**src/rtl/tmtw_pkg.sv**
```systemverilog
`timescale 1ns / 1ps
// -----------------------------------------------------------------------------
// Text terminal writer package
// Shared command and response types and character constants.
// -----------------------------------------------------------------------------
package tmtw_pkg;

   typedef enum logic [2:0] {
      OP_NOP     = 3'd0,
      OP_PRINT   = 3'd1,
      OP_NEWLINE = 3'd2,
      OP_TAB     = 3'd3,
      OP_BS      = 3'd4,
      OP_READ    = 3'd5,
      OP_SETCUR  = 3'd6
   } op_type;

   typedef struct packed {
      op_type      op;
      logic [7:0]  ch;
      logic [7:0]  color;
      logic [10:0] cell_idx;
      logic [6:0]  scol;
      logic [4:0]  srow;
   } cmd_type;

   typedef struct packed {
      logic [15:0] entry;
      logic [6:0]  col;
      logic [4:0]  row;
      logic [7:0]  color;
   } rsp_type;

   localparam logic [1:0] MODE_WRITE  = 2'd0;
   localparam logic [1:0] MODE_READ   = 2'd1;
   localparam logic [1:0] MODE_SETCUR = 2'd2;

   localparam logic CSR_REVERSE_ROWS = 1'b0;
   localparam logic CSR_WRITE_COLOR  = 1'b1;

   localparam logic [7:0] CH_ESC   = 8'h1B;
   localparam logic [7:0] CH_TAB   = 8'h09;
   localparam logic [7:0] CH_BS    = 8'h08;
   localparam logic [7:0] CH_LF    = 8'h0A;
   localparam logic [7:0] CH_CR    = 8'h0D;
   localparam logic [7:0] CH_R     = 8'h72;
   localparam logic [7:0] CH_C     = 8'h63;
   localparam logic [7:0] CH_SPACE = 8'h20;

   localparam logic [7:0]  COLOR_BRIGHT = 8'h0F;
   localparam logic [7:0]  COLOR_RESET  = 8'h07;
   localparam logic [15:0] CELL_BLANK   = 16'h0720;
   localparam logic [15:0] ATTR_MASK    = 16'hFF00;

endpackage

```
**src/rtl/tmtw_queue.sv**
```systemverilog
`timescale 1ns / 1ps
// -----------------------------------------------------------------------------
// Text terminal writer command queue
// Two-entry FIFO between front end and back end.
// -----------------------------------------------------------------------------
module tmtw_queue (
   input  logic              clock,
   input  logic              reset,
   input  logic              push,
   input  tmtw_pkg::cmd_type push_data,
   output logic              full,
   input  logic              pop,
   output logic              empty,
   output tmtw_pkg::cmd_type head
);

   tmtw_pkg::cmd_type data_ff [2];
   logic              wptr_ff, wptr_in;
   logic              rptr_ff, rptr_in;
   logic [1:0]        count_ff, count_in;
   logic              do_push, do_pop;

   assign full    = count_ff == 2'd2;
   assign empty   = count_ff == 2'd0;
   assign head    = data_ff[rptr_ff];
   assign do_push = push && !full;
   assign do_pop  = pop && !empty;

   always_comb begin
      wptr_in  = wptr_ff ^ do_push;
      rptr_in  = rptr_ff ^ do_pop;
      count_in = count_ff + {1'b0, do_push} - {1'b0, do_pop};
   end

   always_ff @(posedge clock) begin
      if (do_push) data_ff[wptr_ff] <= push_data;
   end

   always_ff @(posedge clock) begin
      if (reset) begin
         wptr_ff  <= 1'b0;
         rptr_ff  <= 1'b0;
         count_ff <= 2'd0;
      end else begin
         wptr_ff  <= wptr_in;
         rptr_ff  <= rptr_in;
         count_ff <= count_in;
      end
   end

endmodule

```
**config.mk**
```make
export PLATFORM = sky130hd
export DESIGN_NAME = tmtw_queue
export DESIGN_NICKNAME = d
export VERILOG_FILES = /design/src/rtl/tmtw_pkg.sv /design/src/rtl/tmtw_queue.sv
export SDC_FILE = /design/constraint.sdc
export NUM_CORES = 1
export LEC_CHECK = 0
export BUFFER_PORTS_ARGS = -buffer_cell sky130_fd_sc_hd__clkbuf_2
export CORE_MARGIN = 3
export CORE_UTILIZATION = 45
export CTS_CLUSTER_SIZE = 12
export DETAILED_ROUTE_END_ITERATION = 8
export PLACE_DENSITY = 0.77
export SLEW_MARGIN = 20
export SYNTH_ARGS = -nofsm -noshare
export SYNTH_HDL_FRONTEND = slang
export SYNTH_SLANG_ARGS = --single-unit
```
**constraint.sdc**
```tcl
create_clock -name clock -period 2.7 [get_ports clock]
set_input_delay 0.405 -clock clock [delete_from_list [all_inputs] [get_ports clock]]
set_output_delay 0.405 -clock clock [all_outputs]
set_load 0.03 [all_outputs]
```
==> impl_metrics.env <==
export IMPL_cts_setup_buffers=0
export IMPL_cap_violations=0
export IMPL_critPathCaptureType="output pin"
export IMPL_hpwlAfterDp_um=3840
export IMPL_worst_r2r_startpoint="count_ff[0]$_SDFF_PP0_"
export IMPL_leakage_nw=1.56
export IMPL_fp_dieH_um=91.5
export IMPL_syn2layout_area_growth_pct=23.4
export IMPL_clock_sinks=88
export IMPL_core_area_um2=6940
export IMPL_cts_tree="built"
export IMPL_ff2ff_path_depth=4
export IMPL_yosys_warnings=0
export IMPL_ctsHoldBuffers=0
export IMPL_grt_use_met3_pct=4.23
export IMPL_switching_share_pct=33.0
export IMPL_irDropWorstVdd_mv=0.316
export IMPL_die_area_um2=8380
export IMPL_grt_pass1_vias=1832
export IMPL_setup_violations=0
export IMPL_combPwrFrac_pct=30.3
export IMPL_dr_first_iter_drc_count=46
export IMPL_synthDistinctLibCells=15
export IMPL_fin_nets=303
export IMPL_wire_per_inst_um=15.4
export IMPL_numCtsBuffers=9
export IMPL_grt_pass1_wl_um=9170
export IMPL_tns_ns=0
export IMPL_synth_top_cell_area_share_pct=76.6
export IMPL_htree_levels=3
export IMPL_tightest_slew_ns=0.544
export IMPL_critPathCapture="head[0]"
export IMPL_port_buffers=89
export IMPL_r2r_end="data_ff[0][6]$_DFFE_PP_"
export IMPL_max_freq_mhz=438
export IMPL_slew_viol_final=0
export IMPL_critPathArrivalTime_ns=1.88
export IMPL_yosys_area_top_type="edfxtp_1"
export IMPL_startpoint="rptr_ff$_SDFF_PP0_"
export IMPL_ys_seq_area_share_pct=79.0
export IMPL_p_per_area_nw_per_um2=958
export IMPL_drive_gt1_share_pct=60.1
export IMPL_hold_viol_final=0
export IMPL_avgSynthCellArea_um2=21.4
export IMPL_clk_latency_ns=0.34
export IMPL_synth_area_um2=3290
export IMPL_cts_resized=0
export IMPL_power_internal_w=0.00261
export IMPL_first_pass_iters=4
export IMPL_synth_seq_cells=88
export IMPL_io_pins=90
export IMPL_syn_nets=204
export IMPL_postSynthCellCount=154
export IMPL_initial_utilization_pct=47.4
export IMPL_overflow=0
export IMPL_fin_crit_ns=2.29
export IMPL_rsz0062_at_grt="false"
export IMPL_place_congestion=0.731
export IMPL_cts_buffer_depth=2
export IMPL_placed_cell_area_um2=3860
export IMPL_vias_per_cell=4.68
export IMPL_rows=30
export IMPL_slew_headroom_pct=63.8
export IMPL_clkPwrFrac_pct=23.1
export IMPL_final_util_pct=58.5
export IMPL_status="complete, no violations"
export IMPL_cp_start_kind="register"
export IMPL_die_x_um=91.5
export IMPL_final_area_um2=4060
export IMPL_worst_path_max_fanout=21
export IMPL_drt_total_wl_um=5450
export IMPL_reg2reg_slack_ns=0.87
export IMPL_min_path_type="in -> reg"
export IMPL_busiest_layer="met2"
export IMPL_fin_skew_ns=0.0102
export IMPL_path_clk_slew_ns=0.09
export IMPL_antenna_found_initial=0
export IMPL_num_vias=1656
export IMPL_drtAntennaViolNets=0
export IMPL_n_antenna_cell=0
export IMPL_grt_max_degree=24
export IMPL_grt_use_total_pct=14.4
export IMPL_drc_errors=0
export IMPL_worstSetupPathType="reg -> out"
export IMPL_ys_top_cells_by_area="edfxtp_1, mux2_2, dfxtp_1, ha_1, buf_6"
export IMPL_critPathRequiredTime_ns=2.30
export IMPL_met2_usage_pct=24.4
export IMPL_pwr_share_seq_pct=46.6
export IMPL_period_share_pct=84.6
export IMPL_grtUsageMet1_pct=17.4
export IMPL_p_sw_w=0.00128
export IMPL_root_buffer="clkbuf_8"
## metrics by stage
step,worst slack [ns],hold slack (ns),total power (W),instances
final,0.415,0.245,0.00389,354
after global routing,0.298,0.219,0.00410,354
after CTS,0.371,0.231,0.00394,354
after detailed placement,0.755,0.588,0.00304,338
after global placement,0.781,0.570,0.00302,338
after floorplan,0.611,0.472,0.00273,154
## layout by cell type, fill, tap and decap left out, types with 2 or more instances in the layout
master,synthesis,layout
buf_12,0,2
buf_4,0,2
clkbuf_2,0,89
clkbuf_8,0,9
clkinvlp_4,0,3
dfxtp_1,4,3
edfxtp_1,84,84
ha_1,4,2
ha_2,0,2
inv_1,3,3
inv_6,0,2
mux2_2,40,40
mux2_4,3,3
nor2_1,4,4
nor2b_1,2,2
## routing by layer
metal  vias to the layer above  part of all wire (%)  routed length, um
li1                        796                     -                  -
met1                       805                    40               2160
met2                        48                    53               2900
met3                         7                   5.7                308
met4                         0                   1.4                 74
met5                         -                     0                  0
## cell usage after synthesis
cell type  instances
edfxtp_1          84
mux2_2            40
buf_6              4
dfxtp_1            4
ha_1               4
nor2_1             4
inv_1              3
mux2_4             3
nor2b_1            2
and2_1             1
buf_8              1
nand2_1            1
nand2b_1           1
o21a_1             1
xnor3_1            1
## area by class of cell
class / instances / area [um2]
fill: 553 / 2880
clock buffer: 9 / 124
tap: 96 / 120
multi-input combinational: 58 / 624
sequential: 88 / 2600
timing repair buffer: 93 / 500
inverter: 3 / 11.3
clock inverter: 7 / 78.8
## cell families (layout without fill, tap and decap cells)
| family | count (synthesis) | after routing | synth area share [%] |
|---|---|---|---|
| AOI/OAI and AO/OA | 1 | 1 | 0.228 |
| xor gates and xnor gates | 1 | 1 | 0.684 |
| adders and majority gates | 4 | 4 | 1.52 |
| buffers and inverters | 8 | 112 | 2.17 |
| DFF | 88 | 88 | 79.0 |
| muxes | 43 | 43 | 15.0 |
| and+or+nand+nor | 9 | 9 | 1.33 |
## how the worst min path moves through the flow
stage,startpoint,to,slack (ns),cells after the start
2_1_floorplan,reset,wptr_ff$_SDFF_PP0_,0.47,1
3_3_place_gp,wptr_ff$_SDFF_PP0_,wptr_ff$_SDFF_PP0_,0.57,3
3_5_place_dp,wptr_ff$_SDFF_PP0_,wptr_ff$_SDFF_PP0_,0.59,3
4_1_cts,push_data[4],data_ff[0][4]$_DFFE_PP_,0.23,1
5_1_grt,push_data[39],data_ff[1][39]$_DFFE_PP_,0.22,1
6_report,push_data[4],data_ff[0][4]$_DFFE_PP_,0.24,1
## power by group through the flow
stage	Sequential (W)	Combinational, W	Clock [W]
2_1_floorplan	0.00180	0.000924	0
3_3_place_gp	0.00184	0.00118	0
3_5_place_dp	0.00185	0.00120	0
4_1_cts	0.00182	0.00120	0.000922
5_1_grt	0.00184	0.00127	0.000993
6_report	0.00181	0.00118	0.000899
## registers in the layout, indices dropped and copies added, names as in the netlist
| name | flops |
|---|---|
| count_ff | 2 |
| data_ff | 84 |
| rptr_ff | 1 |
| wptr_ff | 1 |
## critical path, stage by stage (launching register included)
cell      delay, ns
dfxtp_2        0.66
buf_4          0.32
mux2_2         0.37
clkbuf_2       0.19
(Power assumes the default switching activity.)
