### src/rtl/tmtw_pkg.sv
`timescale 1ns / 1ps
// -----------------------------------------------------------------------------
// Text terminal writer package
// Shared command and response types and character constants.
// -----------------------------------------------------------------------------
package tmtw_pkg;

   typedef enum logic [2:0] {
      OP_NOP     = 3'd0,
      OP_PRINT   = 3'd1,
      OP_NEWLINE = 3'd2,
      OP_TAB     = 3'd3,
      OP_BS      = 3'd4,
      OP_READ    = 3'd5,
      OP_SETCUR  = 3'd6
   } op_type;

   typedef struct packed {
      op_type      op;
      logic [7:0]  ch;
      logic [7:0]  color;
      logic [10:0] cell_idx;
      logic [6:0]  scol;
      logic [4:0]  srow;
   } cmd_type;

   typedef struct packed {
      logic [15:0] entry;
      logic [6:0]  col;
      logic [4:0]  row;
      logic [7:0]  color;
   } rsp_type;

   localparam logic [1:0] MODE_WRITE  = 2'd0;
   localparam logic [1:0] MODE_READ   = 2'd1;
   localparam logic [1:0] MODE_SETCUR = 2'd2;

   localparam logic CSR_REVERSE_ROWS = 1'b0;
   localparam logic CSR_WRITE_COLOR  = 1'b1;

   localparam logic [7:0] CH_ESC   = 8'h1B;
   localparam logic [7:0] CH_TAB   = 8'h09;
   localparam logic [7:0] CH_BS    = 8'h08;
   localparam logic [7:0] CH_LF    = 8'h0A;
   localparam logic [7:0] CH_CR    = 8'h0D;
   localparam logic [7:0] CH_R     = 8'h72;
   localparam logic [7:0] CH_C     = 8'h63;
   localparam logic [7:0] CH_SPACE = 8'h20;

   localparam logic [7:0]  COLOR_BRIGHT = 8'h0F;
   localparam logic [7:0]  COLOR_RESET  = 8'h07;
   localparam logic [15:0] CELL_BLANK   = 16'h0720;
   localparam logic [15:0] ATTR_MASK    = 16'hFF00;

endpackage

### src/rtl/tmtw_front.sv
`timescale 1ns / 1ps
// -----------------------------------------------------------------------------
// Text terminal writer front end
// Accepts beats, runs the escape decoder and the colour, and issues commands.
// -----------------------------------------------------------------------------
module tmtw_front (
   input  logic              clock,
   input  logic              reset,
   input  logic              hold,
   input  logic              in_valid,
   output logic              in_ready,
   input  logic [1:0]        mode,
   input  logic [7:0]        ch,
   input  logic              eow,
   input  logic [10:0]       cell_idx,
   input  logic [6:0]        scol,
   input  logic [4:0]        srow,
   output logic              cmd_valid,
   output tmtw_pkg::cmd_type cmd,
   input  logic              cmd_full
);

   typedef enum logic [3:0] {
      ESC_IDLE  = 4'b0001,
      ESC_START = 4'b0010,
      ESC_FG    = 4'b0100,
      ESC_BG    = 4'b1000
   } esc_type;

   esc_type         esc_ff, esc_in;
   logic [3:0]      nib_ff, nib_in;
   logic [7:0]      color_ff, color_in;
   tmtw_pkg::op_type op;
   logic            accept;

   function automatic logic [3:0] hex_value(input logic [7:0] b);
      logic [7:0] v;
      if (b <= 8'h39)      v = b - 8'h30;
      else if (b <= 8'h46) v = b - 8'h37;
      else                 v = b - 8'h57;
      return v[3:0];
   endfunction

   assign in_ready = !cmd_full && !hold;
   assign accept   = in_valid && in_ready;

   always_comb begin
      esc_in   = esc_ff;
      nib_in   = nib_ff;
      color_in = color_ff;
      op       = tmtw_pkg::OP_NOP;
      if (accept) begin
         case (mode)
            tmtw_pkg::MODE_WRITE: begin
               case (esc_ff)
                  ESC_START: begin
                     if (ch == tmtw_pkg::CH_R) begin
                        color_in = tmtw_pkg::COLOR_BRIGHT;
                        esc_in   = ESC_IDLE;
                     end else if (ch == tmtw_pkg::CH_C) begin
                        esc_in = ESC_FG;
                     end else begin
                        esc_in = ESC_IDLE;
                     end
                  end
                  ESC_FG: begin
                     nib_in = hex_value(ch);
                     esc_in = ESC_BG;
                  end
                  ESC_BG: begin
                     color_in = {hex_value(ch), nib_ff};
                     esc_in   = ESC_IDLE;
                  end
                  default: begin
                     if (ch == tmtw_pkg::CH_ESC) esc_in = ESC_START;
                     else if (ch == tmtw_pkg::CH_LF || ch == tmtw_pkg::CH_CR)
                        op = tmtw_pkg::OP_NEWLINE;
                     else if (ch == tmtw_pkg::CH_TAB) op = tmtw_pkg::OP_TAB;
                     else if (ch == tmtw_pkg::CH_BS)  op = tmtw_pkg::OP_BS;
                     else                              op = tmtw_pkg::OP_PRINT;
                  end
               endcase
               if (eow) esc_in = ESC_IDLE;
            end
            tmtw_pkg::MODE_READ:   op = tmtw_pkg::OP_READ;
            tmtw_pkg::MODE_SETCUR: op = tmtw_pkg::OP_SETCUR;
            default:               op = tmtw_pkg::OP_NOP;
         endcase
      end
   end

   assign cmd_valid    = accept;
   assign cmd.op       = op;
   assign cmd.ch       = ch;
   assign cmd.color    = color_in;
   assign cmd.cell_idx = cell_idx;
   assign cmd.scol     = scol;
   assign cmd.srow     = srow;

   always_ff @(posedge clock) begin
      if (reset) begin
         esc_ff   <= ESC_IDLE;
         nib_ff   <= 4'd0;
         color_ff <= tmtw_pkg::COLOR_RESET;
      end else begin
         esc_ff   <= esc_in;
         nib_ff   <= nib_in;
         color_ff <= color_in;
      end
   end

endmodule

### config.mk
export PLATFORM = sky130hd
export DESIGN_NAME = tmtw_front
export DESIGN_NICKNAME = d
export VERILOG_FILES = /design/src/rtl/tmtw_pkg.sv /design/src/rtl/tmtw_front.sv
export SDC_FILE = /design/constraint.sdc
export NUM_CORES = 1
export LEC_CHECK = 0
export BUFFER_PORTS_ARGS = -buffer_cell sky130_fd_sc_hd__buf_2
export CORE_MARGIN = 2
export CORE_UTILIZATION = 31
export CTS_CLUSTER_DIAMETER = 100
export DETAILED_ROUTE_END_ITERATION = 7
export PLACE_DENSITY = 0.7
export SETUP_SLACK_MARGIN = 0.1
export SLEW_MARGIN = 20
export SYNTH_ARGS = -nofsm -noshare
export SYNTH_HDL_FRONTEND = slang
export SYNTH_SLANG_ARGS = --single-unit
### constraint.sdc
create_clock -name clock -period 2.8 [get_ports clock]
set_clock_uncertainty 0.15 [all_clocks]
set_input_delay 0.14 -clock clock [delete_from_list [all_inputs] [get_ports clock]]
set_output_delay 0.14 -clock clock [all_outputs]
set_load 0.01 [all_outputs]
==> results.txt, run 1 <==
----------------------------------------------------
[Outcome]
  Status ... finished clean

[Logic synthesis]
  Area of the mapped netlist ... 1320 um^2
  Post-synthesis sequential area ratio ... 24.27%
  Number of enable-type register cells in the synthesized netlist ... 0
  Post-synth net total ... 206
  Synthesized area per cell ... 8.250 um^2
  Synth Flop Type ... dfxtp_1
  Mapped Cells ... 160
  Flip-flop and latch count after synthesis ... 16
  Synth cell types ... 43
  Syn. warnings ... 0
  Async set or reset register ratio after synthesis ... 0%

[Critical path]
  Data required time at the worst endpoint ... 2.51 ns
  Classification of the worst setup path ... reg2out
  Critical path launch point type ... register
  Maximum single-stage delay on the critical path ... 0.56 ns
  Worst EP arrival ... 2.29 ns
  Setup crit end kind ... output pin
  Master of the slowest instance on the critical path ... or4b_1
  Number of buffer and inverter instances along the worst setup path ... 1
  Maximum net fanout on the critical path ... 9
  Cell count of the worst reg-to-reg path ... 5
  Family with the most delay on the worst path ... simple AND/OR/NAND/NOR gates
  Critical-path cell list ... or4b_1 -> or4_4 -> a21oi_4 -> o22a_2 -> buf_2
  Number of gates on the worst path with buffers counted ... 5

[Finish]
  Fill count ... 441
  Share of cells above drive strength 1 ... 29.88%
  Final standard cell count with taps included and fillers excluded ... 214
  Post-route cell area ... 1358 um^2
  Most frequent cells in the layout ... 36 x buf_2, 16 x dfxtp_1, 13 x nor2_1
  Antenna diode count ... 0
  Layout overhead on the synthesized area ... 2.843%
  Net count, final ... 211
  Commonest non-fill, non-tap cell in the layout ... buf_2

[Placement]
  Instance area after placement ... 1303 um^2
  RD Place Congestion ... 0.7640
  Placed cell count ... 210
  Count of input and output buffers ... 36
  Sum of net half-perimeters after detailed placement ... 2096 um

[Floorplan]
  Core area ... 4058 um^2
  Site row count ... 23
  I/O pin count ... 83
  Die Y ... 69.26 um
  Die Wd ... 69.26 um
  Initial Utilization ... 32.53%
  Area of the die ... 4796 um^2

[STA]
  Share of the clock period used by the worst path after layout ... 91.98%
  Post-layout minimum cycle time ... 2.575 ns
  Unrepaired setup endpoints after global routing ... false
  Max Clk Rate ... 388.3 MHz
  Number of hold violations in the final report ... 0
  Transition time at the pin with the least slew margin ... 0.4451 ns
  Setup violators final ... 0
  Final total negative setup slack ... 0 ns
  Worst max-slew margin expressed relative to the limit ... 69.91%
  Count of pins over their slew limit ... 0

[Drt]
  Final wirelength ... 2728 um
  Routed Antenna Nets ... 0
  Number of search-and-repair iterations in the first detailed-routing pass ... 4
  WL/cell ... 12.75 um
  First-iteration detailed-routing DRC count ... 25
  Via density ... 5.075
  Number of design rule violations left after detail routing ... 0
  Via count ... 1,086

[GRT]
  GRT met2 Usage ... 17.63%
  GR Util met1 ... 14.07%
  Overall global routing resource usage ... 11.01%
  Largest net degree at the start of global routing ... 12
  Vias in the first global route ... 1,001
  Most congested layer reported by global routing ... met2
  Wire length of the first global-routing pass ... 4464 um
  Gr ovfl total ... 0
  Initial antenna violation count ... 0
  Met3 track demand over resource ... 3.634%

[Clock tree]
  Total clock buffers created by CTS ... 3
  Post-CTS setup buffer count ... 0
  Library cell used as clock root buffer ... clkbuf_8
  Worst-skew pair later-pin latency ... 0.25 ns
  Number of buffers on the longest clock path ... 2
  CTS sink cnt ... 16
  Clock-pin slew on the worst setup and hold paths ... 0.06 ns
  Count of instances resized after the clock tree is built ... 0
  Count of H-tree levels built during CTS ... 1
  Count of hold buffers inserted by post-cts repair ... 0
  TritonCTS clock tree ... yes

[Min path]
  Worst Hold Path Cells ... 2
  Class of the tightest hold or removal check ... in2reg

[Power and ir drop]
  Cell-internal power ... 383.5 uW
  Combinational share of power ... 15.2%
  Power Dens Cells ... 374.4 nW/um^2
  Sequential fraction of design power ... 44.9%
  Peak supply drop ... 0.2642 mV
  LEAKAGE ... 0.5799 nW
  Switch Pwr ... 124.7 uW
  Fraction of power spent switching nets ... 24.54%
  Clock network fraction of total power ... 39.9%
  Overall power of the completed layout ... 508.3 uW

[Run]
  Number of max-capacitance violations reported ... 0

----------------------------------------------------
per-stage QoR:
step / utilization (%) / worst slack (ns) / hold WS (ns)
final: 33.46 / 0.2246 / 0.05298
after floorplan: - / 0.6165 / 0.1800
after detailed placement: 32.10 / 0.4342 / 0.1301
after global placement: 32.10 / 0.4605 / 0.1301
after CTS: 33.46 / 0.2206 / 0.05366
after global routing: 33.46 / 0.1411 / 0.07029
sequential cells by signal, indices dropped and copies added, names as in the netlist:
signal and cells:
color_ff 8, esc_ff 4, nib_ff 4
cells in the mapped netlist, types with 2 or more instances:
master	number	area share, %
nor2_1	13	3.7
xnor2_1	2	1.3
or2_1	2	0.95
mux2i_1	2	1.5
nand2_1	8	2.3
inv_1	12	3.4
o22a_1	4	2.7
clkbuf_1	3	0.85
dfxtp_1	16	24
a21oi_1	5	1.9
or4b_1	3	2.3
a211oi_1	4	2.3
o22ai_1	8	3.8
nor4b_1	3	2.0
or3_1	2	0.95
ha_1	7	6.6
o21bai_1	3	1.7
buf_4	31	18
xor2_1	2	1.3
o21ai_0	3	1.1
o41ai_1	2	1.3
o22a_2	4	3.0
power by group through the flow:
stage	registers, mW	clock network [mW]	logic (mW)
finish	0.228	0.203	0.0772
detailed placement	0.233	0	0.0775
CTS	0.228	0.210	0.0780
global route	0.228	0.215	0.0856
global placement	0.233	0	0.0771
floorplan	0.233	0	0.0873
layer usage:
| layer | wire length, um | vias to the layer above |
|---|---|---|
| li1 | - | 541 |
| met1 | 1259 | 508 |
| met2 | 1271 | 29 |
| met3 | 172 | 8 |
| met4 | 25 | 0 |
| met5 | 0 | - |
kinds of logic (layout without fill, tap and decap cells):
family | Yosys count | after routing | share of synthesized area [%]
compound gates | 39 | 39 | 21.99
mux | 2 | 2 | 1.517
buf+inv | 48 | 52 | 23.13
simple gates | 44 | 44 | 19.81
flops | 16 | 16 | 24.27
fa+ha+maj | 7 | 7 | 6.635
xor+xnor | 4 | 4 | 2.655
worst paths after layout:
path | from | end | slack (ns)
max reg2reg | esc_ff[2]$_SDFFE_PP0P_ | color_ff[7]$_SDFF_PP0_ | 0.40
max | esc_ff[2]$_SDFFE_PP0P_ | cmd[26] | 0.22
min | reset | esc_ff[3]$_SDFFE_PP0P_ | 0.05
min reg2reg | color_ff[6]$_SDFF_PP0_ | color_ff[6]$_SDFF_PP0_ | 0.31
layout make-up:
class / instances / area, um^2 / area share [%]
clock buffer: 4 / 55.05 / 4.055
inverter: 12 / 45.04 / 3.318
multi-input combinational: 96 / 694.4 / 51.15
sequential: 16 / 320.3 / 23.59
tap: 50 / 62.56 / 4.608
timing repair buffer: 36 / 180.2 / 13.27
Note: power is estimated with default switching activity, not from simulation.
==> run 2, diff against run 1 <==
--- a/config.mk
+++ b/config.mk
@@ -6,6 +6,7 @@
 export NUM_CORES = 1
 export LEC_CHECK = 0
 export BUFFER_PORTS_ARGS = -buffer_cell sky130_fd_sc_hd__buf_2
+export CORE_ASPECT_RATIO = 1.5
 export CORE_MARGIN = 2
 export CORE_UTILIZATION = 31
 export CTS_CLUSTER_DIAMETER = 100
==> run 2 against run 1 <==
Compared with the run above: clock-buffer cell count shrank 1; critical endpoint unchanged; power shrank 6.6%; first-iteration DRC count shrank 28%; highest routed layer unchanged; final cell count shrank 2.3%; register-to-register slack is essentially flat.
==> results.txt, run 2 (synthesized netlist as in run 1, its figures left out) <==
----------------------------------------------------
[Drt]
  Number of design rule violations left after detail routing ... 0 (unchanged)
  Via count ... 1,067 (-1.7%)
  Final wirelength ... 2768 um (+1.5%)
  Routed Antenna Nets ... 0 (unchanged)
  Via density ... 5.105 (+0.60%)
  Number of search-and-repair iterations in the first detailed-routing pass ... 4 (unchanged)
  WL/cell ... 13.24 um (+3.9%)
  First-iteration detailed-routing DRC count ... 18 (-28%)

[STA]
  Number of hold violations in the final report ... 0 (unchanged)
  Share of the clock period used by the worst path after layout ... 92.43% (+0.45 points)
  Max Clk Rate ... 386.4 MHz (-0.49%)
  Worst max-slew margin expressed relative to the limit ... 64.23% (-5.7 points)
  Unrepaired setup endpoints after global routing ... false
  Final total negative setup slack ... 0 ns (unchanged)
  Transition time at the pin with the least slew margin ... 0.5290 ns (+0.08397 ns)
  Setup violators final ... 0 (unchanged)
  Count of pins over their slew limit ... 0 (unchanged)
  Post-layout minimum cycle time ... 2.588 ns (+0.01270 ns)

[Placement]
  Count of input and output buffers ... 36 (unchanged)
  Sum of net half-perimeters after detailed placement ... 2191 um (+4.5%)
  RD Place Congestion ... 0.7934 (+3.8%)

[Min path]
  Class of the tightest hold or removal check ... in2reg
  Startpoint of the worst hold path ... reset

[Floorplan]
  Core area ... 4173 um^2 (+2.8%)
  Die Wd ... 57.28 um (-17%)
  Area of the die ... 4807 um^2 (+0.22%)
  I/O pin count ... 83 (unchanged)
  Die Y ... 83.92 um (+21%)
  Site row count ... 29 (+26%)
  Initial Utilization ... 31.63% (-0.90 points)

[Finish]
  Registers with the most flip-flops ... color_ff x8, esc_ff x4, nib_ff x4
  Register containing the most flip-flops in the final layout ... color_ff
  Antenna diode count ... 0 (unchanged)
  Number of flip-flops under the largest register name ... 8 (unchanged)
  Commonest non-fill, non-tap cell in the layout ... buf_2
  Share of cells above drive strength 1 ... 29.45% (-0.43 points)
  Layout overhead on the synthesized area ... 1.421%
  Net count, final ... 211 (unchanged)
  Most frequent cells in the layout ... 36 x buf_2, 16 x dfxtp_1, 13 x nor2_1

[GRT]
  Vias in the first global route ... 985 (-1.6%)
  Largest net degree at the start of global routing ... 12 (unchanged)
  Gr ovfl total ... 0 (unchanged)
  Overall global routing resource usage ... 11.01% (about the same)
  Wire length of the first global-routing pass ... 4284 um (-4.0%)
  Initial antenna violation count ... 0 (unchanged)

[Critical path]
  Startpoint of the lowest-slack register-to-register path ... esc_ff[2]$_SDFFE_PP0P_
  Worst EP arrival ... 2.30 ns (about the same)
  Flop-to-flop setup slack ... 0.39 ns (about the same)
  End of the worst register-to-register path ... color_ff[6]$_SDFF_PP0_
  Setup crit end kind ... output pin
  Data required time at the worst endpoint ... 2.51 ns (about the same)
  Maximum net fanout on the critical path ... 9 (unchanged)
  Cell count of the worst reg-to-reg path ... 5 (unchanged)
  End point of the critical path ... cmd[26]
  Worst setup path start ... esc_ff[2]$_SDFFE_PP0P_
  Classification of the worst setup path ... reg2out
  Critical path launch point type ... register

[Clock tree]
  Number of buffers on the longest clock path ... 2 (unchanged)
  Clock-pin slew on the worst setup and hold paths ... 0.06 ns (about the same)
  Count of hold buffers inserted by post-cts repair ... 0 (unchanged)
  TritonCTS clock tree ... yes
  CTS sink cnt ... 16 (unchanged)
  Count of instances resized after the clock tree is built ... 0 (unchanged)
  Worst-skew pair later-pin latency ... 0.24 ns (about the same)
  Library cell used as clock root buffer ... clkbuf_8
  Count of H-tree levels built during CTS ... 1 (unchanged)
  Total clock buffers created by CTS ... 3 (unchanged)
  Post-CTS setup buffer count ... 0 (unchanged)

[Power and ir drop]
  Peak supply drop ... 0.1685 mV (-36%)
  Power Dens Cells ... 354.4 nW/um^2 (-5.3%)
  LEAKAGE ... 0.5727 nW (-1.2%)
  Overall power of the completed layout ... 474.5 uW (-6.6%)

[Run]
  Number of max-capacitance violations reported ... 0 (unchanged)

[Outcome]
  Status ... finished clean

----------------------------------------------------
## run 2: cell count changes in the layout (fill, tap and decap cells not counted), sizes merged
cell    before  now
clkbuf       4    3
## run 2: area by class of cell
cell class              instances  area [um^2]
well taps                      46        57.56
clock buffers                   3        41.29
inverters                      12        45.04
flip-flops and latches         16        320.3
multi-input cells              96        694.4
fillers                       457         2834
repair buffers                 36        180.2
## run 2: report_power, final
part / total [mW] / internal [mW] / leakage, nW / switching [mW]
clock network: 0.168 / 0.0952 / 0.0216 / 0.0728
logic: 0.0783 / 0.0310 / 0.422 / 0.0473
registers: 0.228 / 0.228 / 0.129 / 0.000343
total: 0.474 / 0.354 / 0.573 / 0.120
## run 2: worst min path at each step
stage	endpoint	cells after the start
4_1_cts	esc_ff[3]$_SDFFE_PP0P_	2
6_report	nib_ff[0]$_SDFFE_PP0P_	2
2_1_floorplan	in_ready	1
3_5_place_dp	cmd[16]	0
3_3_place_gp	cmd[16]	0
5_1_grt	esc_ff[3]$_SDFFE_PP0P_	2
## run 2: layer usage
| layer | part of all wire [%] | vias to the layer above | GRT usage, % |
|---|---|---|---|
| met5 | 0 | - | 0 |
| met4 | 1.8 | 0 | 4.651 |
| met3 | 5.7 | 10 | 1.550 |
| met2 | 51 | 28 | 20.48 |
| met1 | 42 | 488 | 11.93 |
| li1 | - | 541 | - |
## run 2: worst max-delay path, stage by stage (launching register included)
cell and delay (ns):
dfxtp_1 0.36, or4b_1 0.57, or4_4 0.51, a21oi_4 0.28, o22a_2 0.20, buf_2 0.12
## run 2: per-stage QoR
stage               worst slack [ns]  hold slack, ns  instance area, um^2  util (%)  cells
finish                        0.2119         0.06097                 1339     32.08    209
global route                  0.1477         0.08380                 1339     32.08    209
CTS                           0.2214         0.06912                 1339     32.08    209
detailed placement            0.4113          0.1301                 1297     31.09    206
global placement              0.4424          0.1301                 1297     31.09    206
floorplan                     0.6165          0.1800                 1320         -    160
